## config.mk

```make
export PLATFORM = sky130hd
export DESIGN_NAME = crc16_frame_deframer_core_flat
export DESIGN_NICKNAME = d
export VERILOG_FILES = /design/src/hdl/cfd_pkg.sv /design/src/hdl/cfd_in_if.sv /design/src/hdl/cfd_out_if.sv /design/src/hdl/cfd_cfg_if.sv /design/src/hdl/crc16_frame_deframer_core.sv /design/src/hdl/cfd_ram.sv /design/src/hdl/cfd_parser.sv /design/src/hdl/cfd_emitter.sv /design/src/flat_wrapper.sv
export SDC_FILE = /design/constraint.sdc
export NUM_CORES = 1
export LEC_CHECK = 0
export BUFFER_PORTS_ARGS = -buffer_cell sky130_fd_sc_hd__buf_2
export CORE_ASPECT_RATIO = 0.9
export CORE_MARGIN = 2
export CORE_UTILIZATION = 30
export CTS_CLUSTER_DIAMETER = 80
export DETAILED_ROUTE_END_ITERATION = 8
export GPL_TIMING_DRIVEN = 1
export PLACE_DENSITY = 0.49
export SYNTH_ARGS = -nofsm -noshare
export SYNTH_HDL_FRONTEND = slang
export SYNTH_SLANG_ARGS = --single-unit
```

## constraint.sdc

```tcl
create_clock -name clk -period 5.6 [get_ports clk]
set_clock_uncertainty 0.15 [all_clocks]
set_input_delay 1.12 -clock clk [delete_from_list [all_inputs] [get_ports clk]]
set_output_delay 1.12 -clock clk [all_outputs]
set_load 0.05 [all_outputs]
```

## src/hdl/cfd_pkg.sv

```systemverilog
package cfd_pkg;

    // Default payload capacity; the top level hands the real value down
    localparam int MAX_PAYLOAD_DEF = 64;

    // Widest length value over the parameter range (up to 1024 bytes)
    localparam int LEN_MAX_W = 11;

    localparam int HEADER_LEN = 6;

    localparam logic [7:0]  SYNC_FIRST  = 8'hA5;
    localparam logic [7:0]  SYNC_SECOND = 8'h5A;
    localparam logic [15:0] CRC_POLY    = 16'h1021;
    localparam logic [15:0] CRC_INIT    = 16'hFFFF;

    localparam logic [7:0] VERSION_RST = 8'h02;
    localparam logic [6:0] MAX_LEN_RST = 7'd64;

    // Field widths of the channels
    localparam int BYTE_W   = 8;
    localparam int PLEN_W   = 7;
    localparam int SEQ_W    = 16;
    localparam int IDX_W    = 6;
    localparam int CFG_IDX_W = 2;

    // Configuration register indexes
    localparam logic [CFG_IDX_W-1:0] REG_EXPECTED_VERSION = 2'd0;
    localparam logic [CFG_IDX_W-1:0] REG_MAX_PAY_LEN      = 2'd1;

    // Byte positions within the frame header
    localparam int POS_VERSION = 0;
    localparam int POS_TYPE    = 1;
    localparam int POS_LEN_LO  = 2;
    localparam int POS_LEN_HI  = 3;
    localparam int POS_SEQ_LO  = 4;
    localparam int POS_SEQ_HI  = 5;

    typedef enum logic [2:0] {
        PH_HUNT,
        PH_SYNC,
        PH_BODY,
        PH_CRC_LO,
        PH_CRC_HI
    } ph_t;

    typedef enum logic [1:0] {
        EM_IDLE,
        EM_READ,
        EM_LOAD,
        EM_SHOW
    } em_t;

    typedef struct packed {
        logic [7:0] expected_version;
        logic [6:0] max_pay_len;
    } cfg_t;

    // Handed from parser to emitter when the CRC high byte arrives
    typedef struct packed {
        logic                 start;
        logic                 crc_err;
        logic [7:0]           msg_type;
        logic [LEN_MAX_W-1:0] len;
        logic [SEQ_W-1:0]     seq;
    } frame_t;

    // CRC-16/CCITT-FALSE, one byte, MSB first
    function automatic logic [15:0] crc_feed(input logic [15:0] crc, input logic [7:0] b);
        logic [15:0] c;
        c = crc ^ {b, 8'h00};
        for (int i = 0; i < 8; i++)
        begin
            if (c[15])
            begin
                c = {c[14:0], 1'b0} ^ CRC_POLY;
            end
            else
            begin
                c = {c[14:0], 1'b0};
            end
        end
        return c;
    endfunction

endpackage

```

## src/hdl/cfd_in_if.sv

```systemverilog
interface cfd_in_if import cfd_pkg::*; ();
    logic              valid;
    logic              ready;
    logic              kind;
    logic [BYTE_W-1:0] data_byte;

    modport source (output valid, output kind, output data_byte, input ready);
    modport sink   (input valid, input kind, input data_byte, output ready);
endinterface

```

## src/hdl/cfd_out_if.sv

```systemverilog
interface cfd_out_if import cfd_pkg::*; ();
    logic              valid;
    logic              ready;
    logic              status;
    logic [7:0]        msg_type;
    logic [PLEN_W-1:0] pay_len;
    logic [SEQ_W-1:0]  sequence_number;
    logic              payload_valid;
    logic [BYTE_W-1:0] payload_byte;
    logic [IDX_W-1:0]  byte_index;
    logic              last;

    modport source (output valid, output status, output msg_type, output pay_len,
                    output sequence_number, output payload_valid, output payload_byte,
                    output byte_index, output last, input ready);
    modport sink   (input valid, input status, input msg_type, input pay_len,
                    input sequence_number, input payload_valid, input payload_byte,
                    input byte_index, input last, output ready);
endinterface

```

## src/hdl/cfd_cfg_if.sv

```systemverilog
interface cfd_cfg_if import cfd_pkg::*; ();
    logic                 valid;
    logic                 ready;
    logic [CFG_IDX_W-1:0] index;
    logic [7:0]           data;

    modport source (output valid, output index, output data, input ready);
    modport sink   (input valid, input index, input data, output ready);
endinterface

```

## src/hdl/crc16_frame_deframer_core.sv

```systemverilog
// Channel   Dir   Payload                                         Accepted when
// rx        in    kind, data_byte                                 rx.valid && rx.ready
// tx        out   status, msg_type, pay_len, ...                  tx.valid && tx.ready
// cfg       in    index, data                                     cfg.valid && cfg.ready
//
// Each received byte takes one cycle while no frame is being read out.
// A good frame with N payload bytes gives N results, each read from the
// payload memory, loaded into the result register and then shown; an
// error or empty frame gives one result in the cycle after its last CRC byte.
// rx.ready is low from then until the last result is taken; tx stalls hold it.
// Reset is asynchronous; the payload memory needs no clearing.
module crc16_frame_deframer_core import cfd_pkg::*; #(
    parameter int MAX_PAYLOAD = MAX_PAYLOAD_DEF
) (
    input  logic   clk,
    input  logic   rst_n,
    cfd_in_if.sink    rx,
    cfd_out_if.source tx,
    cfd_cfg_if.sink   cfg
);

    localparam int AW = (MAX_PAYLOAD > 1) ? $clog2(MAX_PAYLOAD) : 1;

    logic [7:0] expected_version_reg;
    logic [6:0] max_pay_len_reg;
    cfg_t       cfg_q;
    frame_t     frame;
    logic       emit_busy;
    logic          wr_en;
    logic [AW-1:0] wr_addr;
    logic [7:0]    wr_data;
    logic          rd_en;
    logic [AW-1:0] rd_addr;
    logic [7:0]    rd_data;

    assign cfg.ready = 1'b1;

    always_ff @(posedge clk or negedge rst_n)
    begin
        if (!rst_n)
        begin
            expected_version_reg <= VERSION_RST;
            max_pay_len_reg      <= MAX_LEN_RST;
        end
        else if (cfg.valid && cfg.ready)
        begin
            case (cfg.index)
                REG_EXPECTED_VERSION: expected_version_reg <= cfg.data;
                REG_MAX_PAY_LEN:      max_pay_len_reg      <= cfg.data[6:0];
                default:
                begin
                end
            endcase
        end
    end

    always_comb
    begin
        cfg_q.expected_version = expected_version_reg;
        cfg_q.max_pay_len      = max_pay_len_reg;
    end

    cfd_parser #(.MAX_PAYLOAD(MAX_PAYLOAD), .AW(AW)) u_parser (
        .clk       (clk),
        .rst_n     (rst_n),
        .cfg       (cfg_q),
        .rx        (rx),
        .emit_busy (emit_busy),
        .frame     (frame),
        .wr_en     (wr_en),
        .wr_addr   (wr_addr),
        .wr_data   (wr_data)
    );

    cfd_ram #(.WIDTH(8), .DEPTH(MAX_PAYLOAD), .AW(AW)) u_payload_ram (
        .clk     (clk),
        .wr_en   (wr_en),
        .wr_addr (wr_addr),
        .wr_data (wr_data),
        .rd_en   (rd_en),
        .rd_addr (rd_addr),
        .rd_data (rd_data)
    );

    cfd_emitter #(.MAX_PAYLOAD(MAX_PAYLOAD), .AW(AW)) u_emitter (
        .clk     (clk),
        .rst_n   (rst_n),
        .frame   (frame),
        .busy    (emit_busy),
        .rd_en   (rd_en),
        .rd_addr (rd_addr),
        .rd_data (rd_data),
        .tx      (tx)
    );

endmodule

```

## src/hdl/cfd_ram.sv

```systemverilog
module cfd_ram #(
    parameter int WIDTH = 8,
    parameter int DEPTH = 64,
    parameter int AW    = (DEPTH > 1) ? $clog2(DEPTH) : 1
) (
    input  logic             clk,
    input  logic             wr_en,
    input  logic [AW-1:0]    wr_addr,
    input  logic [WIDTH-1:0] wr_data,
    input  logic             rd_en,
    input  logic [AW-1:0]    rd_addr,
    output logic [WIDTH-1:0] rd_data
);

    logic [WIDTH-1:0] mem [DEPTH];

    always_ff @(posedge clk)
    begin
        if (wr_en)
        begin
            mem[wr_addr] <= wr_data;
        end
        if (rd_en)
        begin
            rd_data <= mem[rd_addr];
        end
    end

endmodule

```

## src/hdl/cfd_parser.sv

```systemverilog
module cfd_parser import cfd_pkg::*; #(
    parameter int MAX_PAYLOAD = MAX_PAYLOAD_DEF,
    parameter int AW          = (MAX_PAYLOAD > 1) ? $clog2(MAX_PAYLOAD) : 1
) (
    input  logic        clk,
    input  logic        rst_n,
    input  cfg_t        cfg,
    cfd_in_if.sink      rx,
    input  logic        emit_busy,
    output frame_t      frame,
    output logic        wr_en,
    output logic [AW-1:0] wr_addr,
    output logic [7:0]  wr_data
);

    localparam int CNT_W = $clog2(HEADER_LEN + MAX_PAYLOAD + 1);

    ph_t                  ph_reg, ph_next;
    logic [CNT_W-1:0]     cnt_reg, cnt_next;
    logic [CNT_W-1:0]     total_reg, total_next;
    logic [15:0]          crc_reg, crc_next;
    logic [7:0]           crc_lo_reg, crc_lo_next;
    logic [7:0]           ver_reg, ver_next;
    logic [7:0]           type_reg, type_next;
    logic [7:0]           len_lo_reg, len_lo_next;
    logic [LEN_MAX_W-1:0] len_reg, len_next;
    logic [7:0]           seq_lo_reg, seq_lo_next;
    logic [7:0]           seq_hi_reg, seq_hi_next;

    logic             accept;
    logic [7:0]       b;
    logic [15:0]      len16;
    logic [CNT_W-1:0] cnt_inc;
    logic             hdr_ok;
    logic             at_len_hi;

    assign rx.ready  = !emit_busy;
    assign accept    = rx.valid && rx.ready;
    assign b         = rx.data_byte;
    assign len16     = {b, len_lo_reg};
    assign cnt_inc   = cnt_reg + CNT_W'(1);
    assign at_len_hi = (cnt_reg == CNT_W'(POS_LEN_HI));
    assign hdr_ok    = (ver_reg == cfg.expected_version)
                    && (len16 <= 16'(cfg.max_pay_len))
                    && (32'(len16) <= 32'(MAX_PAYLOAD));

    // Next phase
    always_comb
    begin
        ph_next = ph_reg;
        if (accept)
        begin
            if (rx.kind)
            begin
                ph_next = PH_HUNT;
            end
            else
            begin
                case (ph_reg)
                    PH_HUNT:
                    begin
                        if (b == SYNC_FIRST)
                        begin
                            ph_next = PH_SYNC;
                        end
                    end
                    PH_SYNC:
                    begin
                        if (b == SYNC_SECOND)
                        begin
                            ph_next = PH_BODY;
                        end
                        else if (b != SYNC_FIRST)
                        begin
                            ph_next = PH_HUNT;
                        end
                    end
                    PH_BODY:
                    begin
                        if (at_len_hi && !hdr_ok)
                        begin
                            ph_next = PH_HUNT;
                        end
                        else if (total_reg != '0 && cnt_inc == total_reg)
                        begin
                            ph_next = PH_CRC_LO;
                        end
                    end
                    PH_CRC_LO: ph_next = PH_CRC_HI;
                    PH_CRC_HI: ph_next = PH_HUNT;
                    default:   ph_next = PH_HUNT;
                endcase
            end
        end
    end

    // Body counters, CRC, header capture and payload write
    always_comb
    begin
        logic restart;
        restart     = 1'b0;
        cnt_next    = cnt_reg;
        total_next  = total_reg;
        crc_next    = crc_reg;
        crc_lo_next = crc_lo_reg;
        ver_next    = ver_reg;
        type_next   = type_reg;
        len_lo_next = len_lo_reg;
        len_next    = len_reg;
        seq_lo_next = seq_lo_reg;
        seq_hi_next = seq_hi_reg;
        wr_en       = 1'b0;
        wr_addr     = AW'(cnt_reg - CNT_W'(HEADER_LEN));
        wr_data     = b;

        if (accept)
        begin
            if (rx.kind)
            begin
                restart = 1'b1;
            end
            else
            begin
                case (ph_reg)
                    PH_HUNT:
                    begin
                    end
                    PH_SYNC:
                    begin
                        if (b == SYNC_SECOND || b != SYNC_FIRST)
                        begin
                            restart = 1'b1;
                        end
                    end
                    PH_BODY:
                    begin
                        cnt_next = cnt_inc;
                        crc_next = crc_feed(crc_reg, b);
                        if (cnt_reg == CNT_W'(POS_VERSION))
                        begin
                            ver_next = b;
                        end
                        if (cnt_reg == CNT_W'(POS_TYPE))
                        begin
                            type_next = b;
                        end
                        if (cnt_reg == CNT_W'(POS_LEN_LO))
                        begin
                            len_lo_next = b;
                        end
                        if (cnt_reg == CNT_W'(POS_SEQ_LO))
                        begin
                            seq_lo_next = b;
                        end
                        if (cnt_reg == CNT_W'(POS_SEQ_HI))
                        begin
                            seq_hi_next = b;
                        end
                        if (cnt_reg >= CNT_W'(HEADER_LEN))
                        begin
                            wr_en = 1'b1;
                        end
                        if (at_len_hi)
                        begin
                            if (hdr_ok)
                            begin
                                total_next = CNT_W'(HEADER_LEN) + CNT_W'(len16);
                                len_next   = LEN_MAX_W'(len16);
                            end
                            else
                            begin
                                restart = 1'b1;
                            end
                        end
                    end
                    PH_CRC_LO:
                    begin
                        crc_lo_next = b;
                    end
                    default:
                    begin
                        restart = 1'b1;
                    end
                endcase
            end
        end

        if (restart)
        begin
            cnt_next    = '0;
            total_next  = '0;
            crc_next    = CRC_INIT;
            crc_lo_next = '0;
        end
    end

    always_comb
    begin
        frame.start    = accept && !rx.kind && (ph_reg == PH_CRC_HI);
        frame.crc_err  = ({b, crc_lo_reg} != crc_reg);
        frame.msg_type = type_reg;
        frame.len      = len_reg;
        frame.seq      = {seq_hi_reg, seq_lo_reg};
    end

    always_ff @(posedge clk or negedge rst_n)
    begin
        if (!rst_n)
        begin
            ph_reg     <= PH_HUNT;
            cnt_reg    <= '0;
            total_reg  <= '0;
            crc_reg    <= CRC_INIT;
            crc_lo_reg <= '0;
        end
        else
        begin
            ph_reg     <= ph_next;
            cnt_reg    <= cnt_next;
            total_reg  <= total_next;
            crc_reg    <= crc_next;
            crc_lo_reg <= crc_lo_next;
        end
    end

    always_ff @(posedge clk)
    begin
        ver_reg    <= ver_next;
        type_reg   <= type_next;
        len_lo_reg <= len_lo_next;
        len_reg    <= len_next;
        seq_lo_reg <= seq_lo_next;
        seq_hi_reg <= seq_hi_next;
    end

endmodule

```

## src/hdl/cfd_emitter.sv

```systemverilog
module cfd_emitter import cfd_pkg::*; #(
    parameter int MAX_PAYLOAD = MAX_PAYLOAD_DEF,
    parameter int AW          = (MAX_PAYLOAD > 1) ? $clog2(MAX_PAYLOAD) : 1
) (
    input  logic          clk,
    input  logic          rst_n,
    input  frame_t        frame,
    output logic          busy,
    output logic          rd_en,
    output logic [AW-1:0] rd_addr,
    input  logic [7:0]    rd_data,
    cfd_out_if.source     tx
);

    em_t                  st_reg, st_next;
    logic [AW-1:0]        k_reg;
    logic                 err_reg;
    logic [7:0]           type_reg;
    logic [LEN_MAX_W-1:0] len_reg;
    logic [SEQ_W-1:0]     seq_reg;
    logic [7:0]           byte_reg;
    logic                 last_reg;
    logic                 taken;

    assign taken = tx.valid && tx.ready;

    // Next state
    always_comb
    begin
        st_next = st_reg;
        case (st_reg)
            EM_IDLE:
            begin
                if (frame.start)
                begin
                    if (frame.crc_err || frame.len == '0)
                    begin
                        st_next = EM_SHOW;
                    end
                    else
                    begin
                        st_next = EM_READ;
                    end
                end
            end
            EM_READ: st_next = EM_LOAD;
            EM_LOAD: st_next = EM_SHOW;
            EM_SHOW:
            begin
                if (taken)
                begin
                    st_next = last_reg ? EM_IDLE : EM_READ;
                end
            end
            default: st_next = EM_IDLE;
        endcase
    end

    // Outputs
    always_comb
    begin
        busy                = (st_reg != EM_IDLE);
        rd_en               = (st_reg == EM_READ);
        rd_addr             = k_reg;
        tx.valid            = (st_reg == EM_SHOW);
        tx.status           = err_reg;
        tx.msg_type         = err_reg ? '0 : type_reg;
        tx.pay_len          = err_reg ? '0 : PLEN_W'(len_reg);
        tx.sequence_number  = err_reg ? '0 : seq_reg;
        tx.payload_valid    = !err_reg && (len_reg != '0);
        tx.payload_byte     = byte_reg;
        tx.byte_index       = IDX_W'(k_reg);
        tx.last             = last_reg;
    end

    always_ff @(posedge clk or negedge rst_n)
    begin
        if (!rst_n)
        begin
            st_reg <= EM_IDLE;
        end
        else
        begin
            st_reg <= st_next;
        end
    end

    // Frame fields and the result register
    always_ff @(posedge clk)
    begin
        case (st_reg)
            EM_IDLE:
            begin
                if (frame.start)
                begin
                    err_reg  <= frame.crc_err;
                    type_reg <= frame.msg_type;
                    len_reg  <= frame.len;
                    seq_reg  <= frame.seq;
                    k_reg    <= '0;
                    byte_reg <= '0;
                    last_reg <= frame.crc_err || (frame.len == '0);
                end
            end
            EM_LOAD:
            begin
                byte_reg <= rd_data;
                last_reg <= (LEN_MAX_W'(k_reg) + LEN_MAX_W'(1)) == len_reg;
            end
            EM_SHOW:
            begin
                if (taken && !last_reg)
                begin
                    k_reg <= k_reg + AW'(1);
                end
            end
            default:
            begin
            end
        endcase
    end

endmodule

```

## src/flat_wrapper.sv

```systemverilog
// flat-port wrapper written by rule: the top's interface ports become plain ports
module crc16_frame_deframer_core_flat import cfd_pkg::*;
#(
    parameter int MAX_PAYLOAD = MAX_PAYLOAD_DEF
)
  (clk, rst_n, rx_valid, rx_kind, rx_data_byte, rx_ready, tx_valid, tx_status, tx_msg_type, tx_pay_len, tx_sequence_number, tx_payload_valid, tx_payload_byte, tx_byte_index, tx_last, tx_ready, cfg_valid, cfg_index, cfg_data, cfg_ready);
  cfd_in_if rx_i ();
  cfd_out_if tx_i ();
  cfd_cfg_if cfg_i ();
  input  logic clk;
  input  logic rst_n;
  input wire logic [$bits(rx_i.valid)-1:0] rx_valid;
  input wire logic [$bits(rx_i.kind)-1:0] rx_kind;
  input wire logic [$bits(rx_i.data_byte)-1:0] rx_data_byte;
  output wire logic [$bits(rx_i.ready)-1:0] rx_ready;
  output wire logic [$bits(tx_i.valid)-1:0] tx_valid;
  output wire logic [$bits(tx_i.status)-1:0] tx_status;
  output wire logic [$bits(tx_i.msg_type)-1:0] tx_msg_type;
  output wire logic [$bits(tx_i.pay_len)-1:0] tx_pay_len;
  output wire logic [$bits(tx_i.sequence_number)-1:0] tx_sequence_number;
  output wire logic [$bits(tx_i.payload_valid)-1:0] tx_payload_valid;
  output wire logic [$bits(tx_i.payload_byte)-1:0] tx_payload_byte;
  output wire logic [$bits(tx_i.byte_index)-1:0] tx_byte_index;
  output wire logic [$bits(tx_i.last)-1:0] tx_last;
  input wire logic [$bits(tx_i.ready)-1:0] tx_ready;
  input wire logic [$bits(cfg_i.valid)-1:0] cfg_valid;
  input wire logic [$bits(cfg_i.index)-1:0] cfg_index;
  input wire logic [$bits(cfg_i.data)-1:0] cfg_data;
  output wire logic [$bits(cfg_i.ready)-1:0] cfg_ready;
  assign rx_i.valid = rx_valid;
  assign rx_i.kind = rx_kind;
  assign rx_i.data_byte = rx_data_byte;
  assign rx_ready = rx_i.ready;
  assign tx_valid = tx_i.valid;
  assign tx_status = tx_i.status;
  assign tx_msg_type = tx_i.msg_type;
  assign tx_pay_len = tx_i.pay_len;
  assign tx_sequence_number = tx_i.sequence_number;
  assign tx_payload_valid = tx_i.payload_valid;
  assign tx_payload_byte = tx_i.payload_byte;
  assign tx_byte_index = tx_i.byte_index;
  assign tx_last = tx_i.last;
  assign tx_i.ready = tx_ready;
  assign cfg_i.valid = cfg_valid;
  assign cfg_i.index = cfg_index;
  assign cfg_i.data = cfg_data;
  assign cfg_ready = cfg_i.ready;
  crc16_frame_deframer_core #(.MAX_PAYLOAD(MAX_PAYLOAD)) u_core (.clk(clk), .rst_n(rst_n), .rx(rx_i), .tx(tx_i), .cfg(cfg_i));
endmodule
```

==> results of run 1 <==
[critical path: cells and delay by family (launching register included)]
kind,cells,cell delay [ns]
buffers and inverters,1,0.11
DFF,1,0.44
adders and majority gates,1,0.35
and+or+nand+nor,5,2.73
[layer usage]
layer	vias to the layer above	wire, µm	global-route usage
met4	2	1559	0.04252
met5	-	13	0.005051
li1	5879	-	-
met3	86	4466	0.03115
met1	7103	30500	0.2063
met2	464	30730	0.2233
[area by class of cell]
type                    count  area share
repair buffers            106     0.02114
well taps                1166     0.04651
clock buffers              93     0.06266
diodes                      1  0.00007977
multi-input cells         636      0.2130
inverters                  19    0.002273
flip-flops and latches    680      0.6424
clock inverters            40     0.01193
[cell usage after synthesis, drive strengths merged, types with 6 or more instances]
master | instances | area share
edfxtp | 622 | 0.69
mux4 | 160 | 0.13
nor2 | 108 | 0.015
nand2 | 42 | 0.0058
dfrtp | 40 | 0.037
clkbuf | 35 | 0.0048
nor2b | 35 | 0.0080
xor2 | 35 | 0.011
buf | 31 | 0.0068
xnor2 | 30 | 0.0097
a31oi | 19 | 0.0046
inv | 19 | 0.0026
dfstp | 18 | 0.017
a21oi | 17 | 0.0033
and2 | 17 | 0.0039
ha | 17 | 0.0078
mux2 | 17 | 0.0070
a22oi | 16 | 0.0044
nand4 | 14 | 0.0032
o21ai | 13 | 0.0025
nand3 | 12 | 0.0022
nor4 | 12 | 0.0033
mux2i | 8 | 0.0029
or4 | 7 | 0.0021
nor3 | 6 | 0.0011
o31ai | 6 | 0.0017
[power by group]
group / internal, mW / switching (mW) / total [mW]
registers: 5.81 / 0.246 / 6.06
clock network: 2.70 / 2.02 / 4.73
logic: 1.63 / 2.16 / 3.79
[cells by family (layout without fill, tap and decap cells)]
| logic type | Yosys count | in the layout |
|---|---|---|
| XOR/XNOR | 65 | 65 |
| adder cells (fa/ha/maj) | 17 | 17 |
| buffers and inverters | 85 | 258 |
| flip-flops | 680 | 680 |
| other | 1 | 2 |
| AO/OA/AOI/OAI | 94 | 94 |
| AND/OR/NAND/NOR | 274 | 274 |
| multiplexers | 185 | 185 |
[layout by cell type (no fill, tap or decap), types with 5 or more instances in the layout]
cell type | Yosys | routed
edfxtp_1 | 622 | 622
mux4_2 | 160 | 160
nor2_1 | 108 | 108
clkbuf_16 | 0 | 76
buf_2 | 13 | 73
nand2_1 | 42 | 42
dfrtp_1 | 40 | 40
xor2_1 | 35 | 35
nor2b_1 | 35 | 35
xnor2_1 | 30 | 30
buf_4 | 8 | 29
inv_1 | 19 | 19
a31oi_1 | 18 | 18
dfstp_2 | 18 | 18
and2_1 | 17 | 17
mux2_2 | 17 | 17
ha_1 | 17 | 17
clkbuf_1 | 35 | 17
a22oi_1 | 16 | 16
a21oi_1 | 16 | 16
nand4_1 | 14 | 14
clkinv_2 | 0 | 13
nand3_1 | 12 | 12
o21ai_0 | 12 | 12
nor4_1 | 11 | 11
mux2i_1 | 8 | 8
clkinvlp_4 | 0 | 8
or4_1 | 6 | 6
o31ai_1 | 6 | 6
nor3_1 | 6 | 6
nand2b_1 | 5 | 5
inv_6 | 0 | 5
clkinv_1 | 0 | 5
[final timing paths]
kind                                                              start                                   endpoint  slack (ns)
min in group asynchronous                                         rst_n      u_core.max_pay_len_reg[5]$_DFFE_PN0P_        0.53
worst max-delay path             u_core.u_emitter.st_reg[0]$_DFFE_PN0P_  u_core.u_payload_ram.mem[60][0]$_DFFE_PP_        1.44
worst max register to register   u_core.u_emitter.st_reg[0]$_DFFE_PN0P_  u_core.u_payload_ram.mem[60][0]$_DFFE_PP_        1.44
worst min-delay path            u_core.u_parser.seq_lo_reg[6]$_DFFE_PP_      u_core.u_emitter.seq_reg[6]$_DFFE_PP_        0.26
worst min register to register  u_core.u_parser.seq_lo_reg[6]$_DFFE_PP_      u_core.u_emitter.seq_reg[6]$_DFFE_PP_        0.26
max in group asynchronous                                         rst_n  u_core.u_parser.crc_lo_reg[2]$_DFFE_PN0P_        4.27
[metrics by stage]
stage	setup slack (ns)	instance area, µm²	hold WS (ns)
final	1.445	31370	0.2647
after detailed placement	1.244	29030	0.2545
after CTS	1.393	31370	0.2652
after global placement	1.260	29030	0.2515
after global routing	1.115	31370	0.2749
after floorplan	2.299	27210	0.2503
==> metrics, run 1 <==
status=completed; unrepaired setup endpoints after global routing=false; fraction of registers with async set/reset=0.08529; Synth Instances=between 1000 and 1500; Area growth, synth to finish=15.27%; flip-flop count of the largest register after layout=between 500 and 600; remaining global-route overflow=0; synthesized area=about 0.027 mm²; Total Neg Setup Slack=0 ns; PwrDens=~460 mW/mm²; global-route wire length before repair=97.32 mm; CTS Buf Count=between 70 and 80; post-layout power=between 10 and 15 mW; Layout Cells excl Fill=2741; VDD IR max=0.2504 mV; post-synthesis sequential area ratio=0.7405; Worst slew margin=0.2377; largest family of logic cells by synthesized area=multiplexers; final period utilization=0.7420; WHS Path Cells=0; Via density=4.938; all-layer global routing usage=0.1449; fin nets=around 1600; core area=around 0.090 mm²; hpwl dp=about 43 mm; critical-path cell list=inv_1 > ha_1 > nand2_1 > nor4_4 > nor3b_1 > nand3_1 > nor2_1; CP Capture Type=register; drc violations=0; Avg Inst Size Synth=19.42 µm²; wirelength, routed=67.27 mm; chip height=289.7 µm; total number of H-tree levels=3; Hold/Removal Path Class=register to register; Worst Path Arrival=~4.3 ns; dpl cells=roughly 2600; IO buf count=73; EDFF count, synth=622; Netlist cell types=60; Post-CTS Setup Inserts=0; Synth Area in XOR/XNOR=0.02092; Die ar.=slightly above 0.09 mm²; fill count=~8300; first-pass iteration count of the detailed router=5; CTS tree=done; area occupied by registers=0.02015 mm²; CP max stage delay=between 0.8 and 0.9 ns; Root Driver=clkbuf_16; Post-Synth Simple-Gate Area=0.05030; endpoints failing hold=0; Worst EP required=about 5.7 ns; remaining antenna violation count=0; kind of critical path=register to register; Adder-Cell Fraction of Synth Area=0.007816; Post-Route Utilization=0.3499; die width=around 320 µm; drt initial violations=1229; Slew @ Worst Pin=~1.1 ns; P_leak=between 10 and 15 nW; syn_nets=between 1000 and 1500; Max-cap violations=0; slowest CP cell=nor2_1; fmax=roughly 240 MHz; crit path max fanout=9; GPL Wtd Cong=approximately 0.8; pin count of the biggest net entering global routing=68; Site Rows=104; clock-pin slew on the worst setup and hold paths=about 0.060 ns; mux contribution to synthesized area=0.1424; Post-CTS Hold Fix Bufs=0; share of cells above drive strength 1=0.2668; I/O pin cnt=75; Via Count=about 14000; vias in the first global route=between 10000 and 15000; multi-input logic area=roughly 0.0067 mm²; CP Launch Type=register; initial antenna violation count=7; Routed WL per cell=approximately 25 µm; Sink Count=680; worst reg-to-reg path cell count=7; max-slew violations=0; clock buffer depth=3; Starting Density=0.3035; post-synthesis register bit count=slightly below 700; post-CTS sizing=0; Top FF cell, synth=edfxtp_1; synth warn=0; fin crit period=between 4 and 5 ns; post-synthesis compound-gate area fraction=0.02368; Clk Latency, worst-skew pair=between 0.6 and 0.7 ns; final setup fails=0
Power figures use the tool's default switching activity.
==> run 2: changes to the inputs <==
--- a/config.mk
+++ b/config.mk
@@ -5,6 +5,7 @@
 export SDC_FILE = /design/constraint.sdc
 export NUM_CORES = 1
 export LEC_CHECK = 0
+export ABC_AREA = 1
 export BUFFER_PORTS_ARGS = -buffer_cell sky130_fd_sc_hd__buf_2
 export CORE_ASPECT_RATIO = 0.9
 export CORE_MARGIN = 2
@@ -12,7 +13,7 @@
 export CTS_CLUSTER_DIAMETER = 80
 export DETAILED_ROUTE_END_ITERATION = 8
 export GPL_TIMING_DRIVEN = 1
-export PLACE_DENSITY = 0.49
+export PLACE_DENSITY = 0.51
 export SYNTH_ARGS = -nofsm -noshare
 export SYNTH_HDL_FRONTEND = slang
 export SYNTH_SLANG_ARGS = --single-unit
==> constraint.sdc (replaced) <==
create_clock -name clk -period 3.7 [get_ports clk]
set_clock_uncertainty 0.15 [all_clocks]
set_input_delay 0.74 -clock clk [delete_from_list [all_inputs] [get_ports clk]]
set_output_delay 0.74 -clock clk [all_outputs]
set_load 0.05 [all_outputs]
==> run 2 against run 1 <==
Effect of this change:
- synthesized cell count up 65%
- count of clock-buffer cells in the layout decreased by 7
- critical path depth shrank 5
- clock power rose by 48%
- global-route usage grew 2.2 points
- sequential share of layout area decreased by 2.6 points
- setup slack worse by 0.86 ns
- sequential power rose by 50%
- synthesized area rose by 3.4%
- die area up 3.3%
- routed wire length rose by 21%
- cell area increased by 4.2%
- critical path type is now register to output pin
- largest power group unchanged
==> metrics, run 2 <==
status=completed; Area contributors post-synth=edfxtp_1 66%, nor2_1 6.2%, o21ai_0 5.6%; mux contribution to synthesized area=0 (-0.1424); syn_nets=2348 (+63%); Via density=4.973 (+0.72%); commonest non-fill, non-tap cell in the layout=edfxtp_1; synth warn=0 (unchanged); total number of H-tree levels=3 (unchanged); critical-path cell list=nor2_1 > buf_2; Slew @ Worst Pin=1.020 ns (-0.1238 ns); Post-CTS Hold Fix Bufs=0 (unchanged); Routed WL per cell=21.80 µm (-11%); wirelength, routed=81.65 mm (+21%); EDFF count, synth=622 (unchanged); fin nets=2486 (+60%); remaining antenna violation count=0 (unchanged); endpoints failing hold=0 (unchanged); pin count of the biggest net entering global routing=161 (+140%); global-route wire length before repair=120.6 mm (+24%); fraction of registers with async set/reset=0.08529 (unchanged); P_leak=11.30 nW (+12%); Root Driver=clkbuf_16; kind of critical path=register to output pin; Top Family by Delay on Critical Path=flip-flops; commonest cells in the netlist=622 x edfxtp_1, 461 x nor2_1, 317 x o21ai_0; Comb pwr share=0.317 (+0.057); chip height=294.5 µm (+1.6%); most frequent cells in the layout=622 x edfxtp_1, 461 x nor2_1, 317 x o21ai_0; first-pass iteration count of the detailed router=5 (unchanged); GPL Wtd Cong=0.8620 (+9.3%); flip-flop count of the largest register after layout=512 (unchanged); worst reg-to-reg path cell count=10 (+3); Via Count=18625 (+38%); Top FF cell, synth=edfxtp_1; max-slew violations=0 (unchanged); all-layer global routing usage=0.1670 (+0.02207); top-area cell type share of the netlist area=0.6641 (-0.02226); Site Rows=106 (+1.9%); slowest CP cell=edfxtp_1; crit path max fanout=33 (+24); Synth area leader=edfxtp_1; Adder-Cell Fraction of Synth Area=0.007563 (-0.0002535); Post-Synth Simple-Gate Area=0.1055 (+0.05522); largest family of logic cells by synthesized area=compound AO/OA/AOI/OAI gates; Netlist cell types=48 (-20%); drc violations=0 (unchanged); CP Capture Type=output pin; CP max stage delay=1.02 ns (+0.18 ns); Worst slew margin=0.3189 (+0.08116); Layout Cells excl Fill=3745 (+37%); Total Neg Setup Slack=0 ns (unchanged); Hold/Removal Path Class=input pin to asynchronous set/reset pin; remaining global-route overflow=0 (unchanged); Sink Count=680 (unchanged); final cell area excluding filler cells=0.03270 mm² (+4.2%); dpl cells=3615 (+39%); Max-cap violations=0 (unchanged); post-synthesis compound-gate area fraction=0.1156 (+0.09190); Synth Instances=2307 (+65%); fmax=between 300 and 400 MHz; IO buf count=73 (unchanged); share of cells above drive strength 1=0.1392 (-0.1276); synthesized area=0.02813 mm² (+3.4%); vias in the first global route=18528 (+35%); post-CTS sizing=0 (unchanged); clock-pin slew on the worst setup and hold paths=0.06 ns (about the same); Die ar.=0.09622 mm² (+3.3%); internal power=14.90 mW (+47%); initial antenna violation count=6 (-1); CP Launch Type=register; Worst EP required=2.81 ns (-2.89 ns); clock buffer depth=3 (unchanged); NetSw=8.640 mW (+95%); Switching Fraction=0.3670 (+0.06301); Post-DP Area=0.03044 mm² (+4.9%); VDD IR max=0.7384 mV (+190%); core area=0.09284 mm² (+3.6%); Seq pwr share=0.386 (-0.030); Clk Latency, worst-skew pair=0.62 ns (about the same); die width=326.8 µm (+1.6%); Avg Inst Size Synth=12.19 µm² (-37%); Area growth, synth to finish=16.25%; Starting Density=0.3030 (-0.0005821); post-synthesis register bit count=680 (unchanged); PwrDens=720.1 mW/mm² (+55%); unrepaired setup endpoints after global routing=false; post-synthesis sequential area ratio=0.7165 (-0.02401); count leader, synth=edfxtp_1; fin crit period=3.111 ns; Post-CTS Setup Inserts=0 (unchanged); final setup fails=0 (unchanged); Clock power frac=0.297 (-0.027); Worst Path Arrival=2.22 ns (-2.03 ns); I/O pin cnt=75 (unchanged); final period utilization=0.8407; drt initial violations=2264 (+84%); WP buf/inv=1 (unchanged); Synth Area in XOR/XNOR=0.01401 (-0.006906); CTS Buf Count=70 (-5.4%); CTS tree=done; critical path depth in cells=2 (-5); hpwl dp=52.71 mm (+24%)
[run 2: cell count changes in the layout (fill, tap and decap cells not counted), sizes merged, moves of 56 or more]
| cell | change |
|---|---|
| nand2 | +119 |
| nand3 | +56 |
| mux4 | -160 |
| buf | +84 |
| o21ai | +338 |
| nor2 | +356 |
| inv | +121 |
| o22ai | +145 |
[run 2: logic make-up (layout without fill, tap and decap cells)]
group                      after synthesis  count (layout)
AOI/OAI and AO/OA                      565             565
adders and majority gates               17              17
other                                    1               4
and+or+nand+nor                        729             729
DFF                                    680             680
xor gates and xnor gates                45              45
buffers and inverters                  270             463
[run 2: layer usage]
layer,track usage,routed length [µm],vias to the layer above
met1,0.2324,36470,9263
met3,0.03971,6223,117
met2,0.2633,37350,679
met4,0.03927,1584,4
met5,0,22,-
li1,-,-,8562
[run 2: cell type report]
cell class	instances	area, µm²
Antenna cell	3	7.507
Fill cell	9176	60140
Tap cell	1242	1554
Sequential cell	680	20150
Multi-Input combinational cell	1357	6845
Timing Repair Buffer	190	1329
Inverter	146	558.0
Clock inverter	41	342.8
Clock buffer	86	1907
[run 2: power groups by stage]
stage	sequential, mW	clock, mW	combinational [mW]
finish	9.09	6.98	7.47
global route	9.13	7.40	8.13
CTS	9.10	7.13	7.44
detailed placement	9.26	0	7.41
global placement	9.25	0	7.42
floorplan	9.40	0	4.73
[run 2: worst paths after layout]
check,from,endpoint,slack (ns)
worst max-delay path,u_core.u_emitter.tx.status$_DFFE_PP_,tx_pay_len[5],0.59
worst min-delay path,rst_n,u_core.u_parser.crc_lo_reg[3]$_DFFE_PN0P_,0.02
worst max register to register,u_core.u_emitter.st_reg[0]$_DFFE_PN0P_,u_core.u_parser.seq_hi_reg[3]$_DFFE_PP_,0.78
worst min register to register,u_core.u_parser.seq_lo_reg[7]$_DFFE_PP_,u_core.u_emitter.seq_reg[7]$_DFFE_PP_,0.27
max in group asynchronous,rst_n,u_core.max_pay_len_reg[6]$_DFFE_PN1P_,2.64
min in group clk,cfg_data[1],u_core.expected_version_reg[1]$_DFFE_PN1P_,0.23
[run 2: worst register-to-register path, cell delays in order (launching register included)]
cell and delay, ns:
dfrtp_1 0.41, inv_1 0.12, ha_1 0.24, nand2_1 0.18
nor2_1 0.22, inv_1 0.12, nor2_2 0.14, inv_1 0.10
nor2_1 0.13, nand2_1 0.08, nor2_1 0.64
[run 2: per-stage QoR]
stage	utilization	setup slack, ns	total power, mW	hold slack (ns)
2_1_floorplan	-	0.002861	14.13	0.2503
3_3_place_gp	0.3279	0.7460	16.67	0.2547
3_5_place_dp	0.3279	0.7089	16.67	0.2545
4_1_cts	0.3521	0.4879	23.66	0.008301
5_1_grt	0.3521	0.4110	24.65	0.06102
6_report	0.3522	0.5893	23.54	0.01688
==> run 3: changes to the inputs <==
--- a/config.mk
+++ b/config.mk
@@ -5,7 +5,7 @@
 export SDC_FILE = /design/constraint.sdc
 export NUM_CORES = 1
 export LEC_CHECK = 0
-export ABC_AREA = 1
+export ABC_AREA = 0
 export BUFFER_PORTS_ARGS = -buffer_cell sky130_fd_sc_hd__buf_2
 export CORE_ASPECT_RATIO = 0.9
 export CORE_MARGIN = 2
@@ -13,7 +13,7 @@
 export CTS_CLUSTER_DIAMETER = 80
 export DETAILED_ROUTE_END_ITERATION = 8
 export GPL_TIMING_DRIVEN = 1
-export PLACE_DENSITY = 0.51
+export PLACE_DENSITY = 0.49
 export SYNTH_ARGS = -nofsm -noshare
 export SYNTH_HDL_FRONTEND = slang
 export SYNTH_SLANG_ARGS = --single-unit
==> constraint.sdc (replaced) <==
create_clock -name clk -period 2.9 [get_ports clk]
set_clock_uncertainty 0.15 [all_clocks]
set_input_delay 0.58 -clock clk [delete_from_list [all_inputs] [get_ports clk]]
set_output_delay 0.58 -clock clk [all_outputs]
set_load 0.05 [all_outputs]
==> run 3 against run 2 <==
Effect of this change:
- power increased by 21%
- sequential power increased by 28%
- sequential share of layout area increased by 0.39 points
- utilization increased by 1.0 points
- global-route usage decreased by 1.5 points
- via count decreased by 25%
- first-iteration DRC count decreased by 48%
- largest power group unchanged
- die area decreased by 3.2%
- flip-flop and latch count unchanged
==> metrics, run 3 (synthesis gave the netlist of run 1 again) <==
status=completed; Via density=4.865 (-2.2%); hpwl dp=45.57 mm (-14%); first-pass iteration count of the detailed router=7 (+2); pin count of the biggest net entering global routing=73 (-55%); met3 Usage GRT=0.02732 (-0.01239); Starting Density=0.3035 (+0.0005821); Routed WL per cell=24.51 µm (+12%); Hold/Removal Path Class=input pin to register; total number of H-tree levels=3 (unchanged); Post-Place Worst Slack=-0.1496 ns (-0.8585 ns); GR peak layer=met2; final cell area excluding filler cells=0.03249 mm² (-0.64%); fin nets=1680 (-32%); die width=321.5 µm (-1.6%); final setup fails=0 (unchanged); Post-Route Utilization=0.3624 (+0.01019); Max-cap violations=0 (unchanged); unrepaired setup endpoints after global routing=false; Via Count=13932 (-25%); endpoints failing hold=0 (unchanged); fill count=8240 (-10%); drc violations=0 (unchanged); Area growth, synth to finish=19.38%; chip height=289.7 µm (-1.6%); Worst slew margin=0.3223 (+0.003420); CP Launch Type=register; clock-pin slew on the worst setup and hold paths=0.06 ns (about the same); drt initial violations=1183 (-48%); CTS tree=done; worst setup margin=0.08508 ns (-0.5042 ns); initial antenna violation count=6 (unchanged); Worst Path Arrival=3.00 ns (+0.78 ns); VDD IR max=0.4529 mV (-39%); CTS Buf Count=73 (+4.3%); Slew @ Worst Pin=1.017 ns (-0.003025 ns); met1 usage=0.2118 (-0.02063); commonest non-fill, non-tap cell in the layout=edfxtp_1; P_leak=10.73 nW (-5.1%); core area=0.08966 mm² (-3.4%); fin crit period=approximately 2.8 ns; post-layout power=28.41 mW (+21%); Sink Count=680 (unchanged); multi-input logic area=0.006807 mm² (-0.57%); Clk Latency, worst-skew pair=0.61 ns (about the same); Total Neg Setup Slack=0 ns (unchanged); IO buf count=73 (unchanged); most frequent cells in the layout=622 x edfxtp_1, 160 x mux4_2, 135 x buf_4; Root Driver=clkbuf_16; kind of critical path=register to register; Site Rows=104 (-1.9%); PwrDens=874.4 mW/mm² (+21%); I/O pin cnt=75 (unchanged); wirelength, routed=70.20 mm (-14%); met2 global-route usage=0.2452 (-0.01818); CP Capture Type=register; remaining global-route overflow=0 (unchanged); remaining antenna violation count=0 (unchanged); GPL Wtd Cong=0.7702 (-11%); Post-DP Area=0.03022 mm² (-0.72%); crit path max fanout=14 (-58%); share of cells above drive strength 1=0.3349 (+0.1957); all-layer global routing usage=0.1523 (-0.01472); max-slew violations=0 (unchanged); flip-flop count of the largest register after layout=512 (unchanged); vias in the first global route=14569 (-21%); final period utilization=0.9707; dpl cells=2727 (-25%); global-route wire length before repair=102.3 mm (-15%); Worst EP required=3.08 ns (+0.27 ns); fmax=around 360 MHz; area occupied by registers=0.02015 mm² (unchanged); clock buffer depth=3 (unchanged); Layout Cells excl Fill=2864 (-24%); Die ar.=0.09314 mm² (-3.2%); Hold WS=0.06787 ns (+0.05099 ns)
run 3: cell type report:
class                      instances  area share
antenna                            2   0.0001541
clock inverter                    41    0.009166
tap                             1166     0.04491
sequential                       680      0.6203
multi-input combinational        636      0.2095
timing repair buffer             229     0.05480
clock buffer                      91     0.05896
inverter                          19    0.002195
run 3: per-layer routing:
metal  part of all wire  wire length [µm]
met5            0.00016                11
met4              0.024              1657
met3              0.054              3759
met2               0.48             33350
met1               0.45             31430
run 3: critical path: stages, from the launching register on:
cell and delay (ns):
edfxtp_1 0.46, buf_12 0.23, buf_12 0.20, mux4_2 0.57
mux4_2 0.51, a22oi_1 0.31, nand2_1 0.08
run 3: what timing repair did:
item / in CTS / in global routing
endpoints found under the setup margin: 4 / 15
pin swaps: 0 / 0
resized for setup: 0 / 4
hold buffers: 1 / 0
setup buffers: 1 / 1
hold endpoints to repair: 17 / 0
run 3: power breakdown:
part	switching, mW	total [mW]	internal [mW]
Combinational	4.41	8.12	3.71
Clock	3.78	8.68	4.90
Sequential	0.381	11.6	11.2
run 3: worst paths after layout:
kind	startpoint	to	slack, ns	depth (start not counted)
max reg2reg	u_core.u_emitter.rd_addr[0]$_SDFFCE_PN0P_	u_core.u_payload_ram.rd_data[6]$_DFFE_PN_	0.09	6
max in group asynchronous	rst_n	u_core.u_parser.cnt_reg[4]$_DFFE_PN0P_	1.48	3
min reg2reg	u_core.u_parser.seq_lo_reg[5]$_DFFE_PP_	u_core.u_emitter.seq_reg[5]$_DFFE_PP_	0.26	0
min in group asynchronous	rst_n	u_core.max_pay_len_reg[4]$_DFFE_PN0P_	0.37	2
min	cfg_data[7]	u_core.expected_version_reg[7]$_DFFE_PN0P_	0.07	2
max	u_core.u_emitter.rd_addr[0]$_SDFFCE_PN0P_	u_core.u_payload_ram.rd_data[6]$_DFFE_PN_	0.09	6
